### src/design/mpq_pkg.sv
`default_nettype none

package mpq_pkg;

    // Number of keys the queue can hold (one cell per key).
    localparam int CAPACITY = 64;
    localparam int KEY_W    = 32;
    localparam int FILL_W   = 7;
    localparam int CNT_W    = $clog2(CAPACITY + 1);

    localparam logic OP_PUSH = 1'b0;
    localparam logic OP_POP  = 1'b1;

    typedef struct packed {
        logic                    opcode;
        logic signed [KEY_W-1:0] key_in;
    } t_item;

    typedef struct packed {
        logic signed [KEY_W-1:0] key_out;
        logic                    was_empty;
        logic                    overflow;
        logic [FILL_W-1:0]       fill_count;
    } t_result;

    // Broadcast command to every cell.
    typedef struct packed {
        logic                    push;
        logic                    pop;
        logic signed [KEY_W-1:0] key;
    } t_cell_op;

    // What a cell shows its neighbors.
    typedef struct packed {
        logic                    gt;
        logic signed [KEY_W-1:0] key;
    } t_cell_link;

endpackage

`default_nettype wire

### src/design/mpq_cell.sv
`default_nettype none

module mpq_cell (
    input  wire                                 i_clk,
    input  wire mpq_pkg::t_cell_op              i_op,
    input  wire logic                           i_occupied,
    input  wire mpq_pkg::t_cell_link            i_left,
    input  wire logic signed [mpq_pkg::KEY_W-1:0] i_right_key,
    output mpq_pkg::t_cell_link                 o_link
);

    logic signed [mpq_pkg::KEY_W-1:0] r_key;
    logic signed [mpq_pkg::KEY_W-1:0] n_key;
    logic                             w_gt;

    // Empty cells count as larger than any key, so the gt flags along the
    // row read 0...0 1...1 and the first 1 marks the insert position.
    assign w_gt = !i_occupied || (r_key > i_op.key);

    assign o_link.gt  = w_gt;
    assign o_link.key = r_key;

    always_comb begin
        n_key = r_key;
        if (i_op.push && w_gt) begin
            n_key = i_left.gt ? i_left.key : i_op.key;
        end else if (i_op.pop) begin
            n_key = i_right_key;
        end
    end

    always_ff @(posedge i_clk) begin
        r_key <= n_key;
    end

endmodule

`default_nettype wire

### config.mk
export PLATFORM = sky130hd
export DESIGN_NAME = mpq_cell
export DESIGN_NICKNAME = d
export VERILOG_FILES = /design/src/design/mpq_pkg.sv /design/src/design/mpq_cell.sv
export SDC_FILE = /design/constraint.sdc
export NUM_CORES = 1
export LEC_CHECK = 0
export BUFFER_PORTS_ARGS = -buffer_cell sky130_fd_sc_hd__buf_2
export CAP_MARGIN = 5
export CORE_MARGIN = 2
export CORE_UTILIZATION = 47
export CTS_BUF_LIST = sky130_fd_sc_hd__clkbuf_16
export CTS_CLUSTER_DIAMETER = 200
export DETAILED_ROUTE_END_ITERATION = 6
export GPL_TIMING_DRIVEN = 0
export PLACE_DENSITY = 0.84
export SETUP_SLACK_MARGIN = 0.1
export SYNTH_ARGS = -nofsm -noshare
export SYNTH_HDL_FRONTEND = slang
export SYNTH_SLANG_ARGS = --single-unit
export TNS_END_PERCENT = 10
### constraint.sdc
create_clock -name i_clk -period 3.7 [get_ports i_clk]
set_input_delay 0 -clock i_clk [delete_from_list [all_inputs] [get_ports i_clk]]
set_output_delay 0 -clock i_clk [all_outputs]
set_load 0.02 [all_outputs]
# Yosys cells after proc, flatten, opt, wreduce, memory -nomap -nowiden
# Index checks and enable logic that the tools add are counted.
# Widths: inputs -> output; s select.
# word_totals
ff_bits	32
in_bits	101
out_inout_bits	33
wordCells	9
# classes
n_lt_le_gt_ge	1
n_mux	3
n_reduce_logical	4
# ops
operator	count
$mux 32	3
$gt 32x32->1	1
$reduce_bool 2->1	1
$logic_and 1x1->1	1
$logic_not 1->1	1
$logic_or 1x1->1	1

# Longest topological paths before layout
# logic_depth
word_depth	4
depth_mapped	10
ltp_nobuf	9

# Least setup slack after synthesis
# No wires, ideal clock.
# synth_path
path_kind	reg-to-reg
start	register r_key[31] (netlist name)
end	register r_key[0] (netlist name) (enable)
setup_time_ps	330
arrival_ps	2955
t_required_ps	3370
setup_slack_ps	416
path_stages_with_launch	10
n_path_buf	1
synth_period_minus_slack_ps	3284
cell_sequence	edfxtp_1 > ha_1 > nand4_1 > or4_4 > nand2b_4 > and3_4 > a2bb2oi_2 > o311ai_4 > buf_6 > or2_2
# synth_via
elab_chain_cells	4
# synth_lines
item	line_no	text
from (decl)	mpq_cell.sv:12	logic signed [mpq_pkg::KEY_W-1:0] r_key;
from (signal assigned)	mpq_cell.sv:33	r_key <= n_key;
$gt 32x32->1	mpq_cell.sv:18	assign w_gt = !i_occupied || (r_key > i_op.key);
$logic_or 1x1->1	mpq_cell.sv:18	
$logic_and 1x1->1	mpq_cell.sv:25	if (i_op.push && w_gt) begin
$reduce_bool 2->1 (no source line)	--	
# No other way between the ends.
# A chain may end at the register's enable or synchronous reset.

# Final worst setup path
# layout_path
start	register r_key[31] (netlist name)
end	register r_key[12] (netlist name) (enable)
# Same word-level chain as after synthesis.

==> out/summary.txt <==
Clk_lat worst skew: 270 ps
Clk_skew: 3.64 ps
Clock sink count: 32
CP Max Fanout: 32
Multi-input combinational cell area: 1530 sq um
Total grt overflow: 0
Least-Margin Pin Slew: 527 ps
Critical path startpoint category: flip-flop
Hold Violations, Final: 0
Initial DRC count: 77
Worst EP arrival: 3180 ps
Slew HR: 0.645
Status: complete, no violations
Worst EP required: 3670 ps
Worst hold slack: 24.5 ps
Via-per-instance ratio: 5.14
Met3 Resource Use GR: 0.0600
Flops & latches, synth: 32
Finish-stage setup viols: 0
RSZ-0062 raised after global routing: false
Lkg Pwr: 1.87 nW
Register area: 961 sq um
Final Core Density: 0.649
RePlAce Congestion: 0.791
First-pass GRT wire length: 10.3 mm
CTS tree: built
Post-Place Cells: 468
Mapped Cells: 264
Crit end category: flip-flop
H-tree levels: 2
Tcrit/Tclk final: 0.868
Yosys warnings: 0
Largest register by flop count: r_key
Distinct cell type count after synthesis: 30
Antenna violations before repair: 0
Initial core utilization: 0.487
HP Class: in -> reg
Sequential area share after synthesis: 0.358
Share of cells above drive strength 1: 0.450
Number of flip-flops in the largest register: 32
Final Net Count: 536
Vias: 2,446
Top flop regs: r_key x32
Max Freq: 0.311 GHz
Finished layout cell area: 3570 sq um
Antenna Cells: 0
Fin Setup TNS: 0 ps
Vias in the first global route: 2,362
DIE AREA: 6330 sq um
Setup CP Type: reg -> reg
DIE HEIGHT: 79.6 um
Root buf cell: clkbuf_16
Grt met2 use: 0.391
DP HPWL: 5.47 mm
Min cycle time layout: 3210 ps
Syn_area_per_cell: 10.2 sq um
Largest net degree at the start of global routing: 33
Setup ws final: 488 ps
Longest Clk Path Bufs: 2
CORE AREA: 5510 sq um
Layout filler cell count: 437
Die W: 79.6 um
Max-cap violations: 0
Io pins: 134
Pre-CTS setup slack: 230 ps
Area Overhead vs Synth: 33.1%
I/O Buffers: 132
Worst-path clk slew: 50 ps
WL final: 6.96 mm
Mapped Area: 2680 sq um
Placed cell areas: 3430 sq um
Max Slew Vio Count: 0
M1 GR Usage: 0.237
GRT Overall Usage: 0.214
Final Power: 1.63 mW
P per Cell Area: 456 nW/um^2
First-pass detailed-route iteration total: 5
Total CTS buffers: 5
ANT nets after route: 0
Site row count: 27
Worst vdd ir: 0.244 mV
Remaining DRCs: 0
Gr busiest metal: met2
Final std cells w/o fill: 476
Routed len/inst: 14.6 um
Mapped Nets: 397
## power by group
group | leakage (nW) | total [mW] | switching [mW] | internal, mW
registers | 0.327 | 0.549 | 0.0417 | 0.507
clock network | 0.0738 | 0.381 | 0.139 | 0.241
logic | 1.46 | 0.698 | 0.376 | 0.322
total | 1.87 | 1.63 | 0.557 | 1.07
## critical path: stages, from the launching register on
cell	delay (ps)
edfxtp_1	380
ha_1	430
nand4_1	190
or4_4	580
nand2b_4	160
and3_4	200
a2bb2oi_2	150
o311ai_4	180
buf_6	210
or2_4	410
## worst paths after layout
path	end	slack (ps)	cells past startpoint	startpoint
min	r_key[27]	20	2	i_right_key[27]
max	r_key[12]	490	9	r_key[31]
min reg2reg	r_key[0]	1150	3	r_key[31]
max reg2reg	r_key[12]	490	9	r_key[31]
## cell families after synthesis
group | count (synthesis) | share of synthesized area
and+or+nand+nor | 61 | 0.109
adders and majority gates | 32 | 0.149
muxes | 33 | 0.179
buffers and inverters | 46 | 0.0746
DFF | 32 | 0.358
AOI/OAI and AO/OA | 60 | 0.131
## per-layer routing
metal  vias up  share of wire
met1      1112           0.39
met2       102           0.51
met4         0          0.013
met3         9          0.088
met5         -              0
li1       1223              -
## area by class of cell
class / count / share of cell area
tap: 72 / 0.0252
inverter: 35 / 0.0368
timing repair buffer: 132 / 0.185
clock inverter: 3 / 0.00315
multi-input combinational: 186 / 0.427
buffer: 11 / 0.0193
clock buffer: 5 / 0.0350
sequential: 32 / 0.269
## layout by cell type, fill, tap and decap left out, drive strengths merged, types with 2 or more instances in the layout
cell type / n
a21oi: 16
buf: 137
clkbuf: 11
edfxtp: 32
ha: 32
inv: 37
mux2: 33
nand2: 40
nand3: 3
nand4: 8
nor3: 3
o211ai: 2
o21ai: 36
## timing repair
item / CTS / global route
endpoints found under the setup margin: 0 / 32
setup buffers: 0 / 0
hold buffers: 0 / 0
hold endpoints to repair: 0 / 0
gates resized for setup: 0 / 1
## Yosys cell counts
cell	n	share of area
a21bo_2	1	0.0037
a21o_1	1	0.0028
a21oi_1	16	0.030
a221oi_1	1	0.0033
a2bb2oi_2	1	0.0056
and3_4	1	0.0042
buf_2	1	0.0019
buf_4	1	0.0028
buf_6	3	0.013
clkbuf_1	6	0.0084
edfxtp_1	32	0.36
ha_1	32	0.15
inv_1	35	0.049
mux2_2	4	0.017
mux2_4	29	0.16
nand2_1	40	0.056
nand2b_4	1	0.0051
nand3_1	3	0.0056
nand4_1	8	0.019
nor2b_1	1	0.0023
nor3_1	3	0.0056
nor4_1	1	0.0023
o211ai_1	2	0.0056
o21a_1	1	0.0028
o21ai_0	35	0.065
o21ai_1	1	0.0019
o311ai_4	1	0.0098
or2_2	1	0.0023
or3_1	1	0.0023
or4_4	1	0.0042
Power figures use the tool's default switching activity.
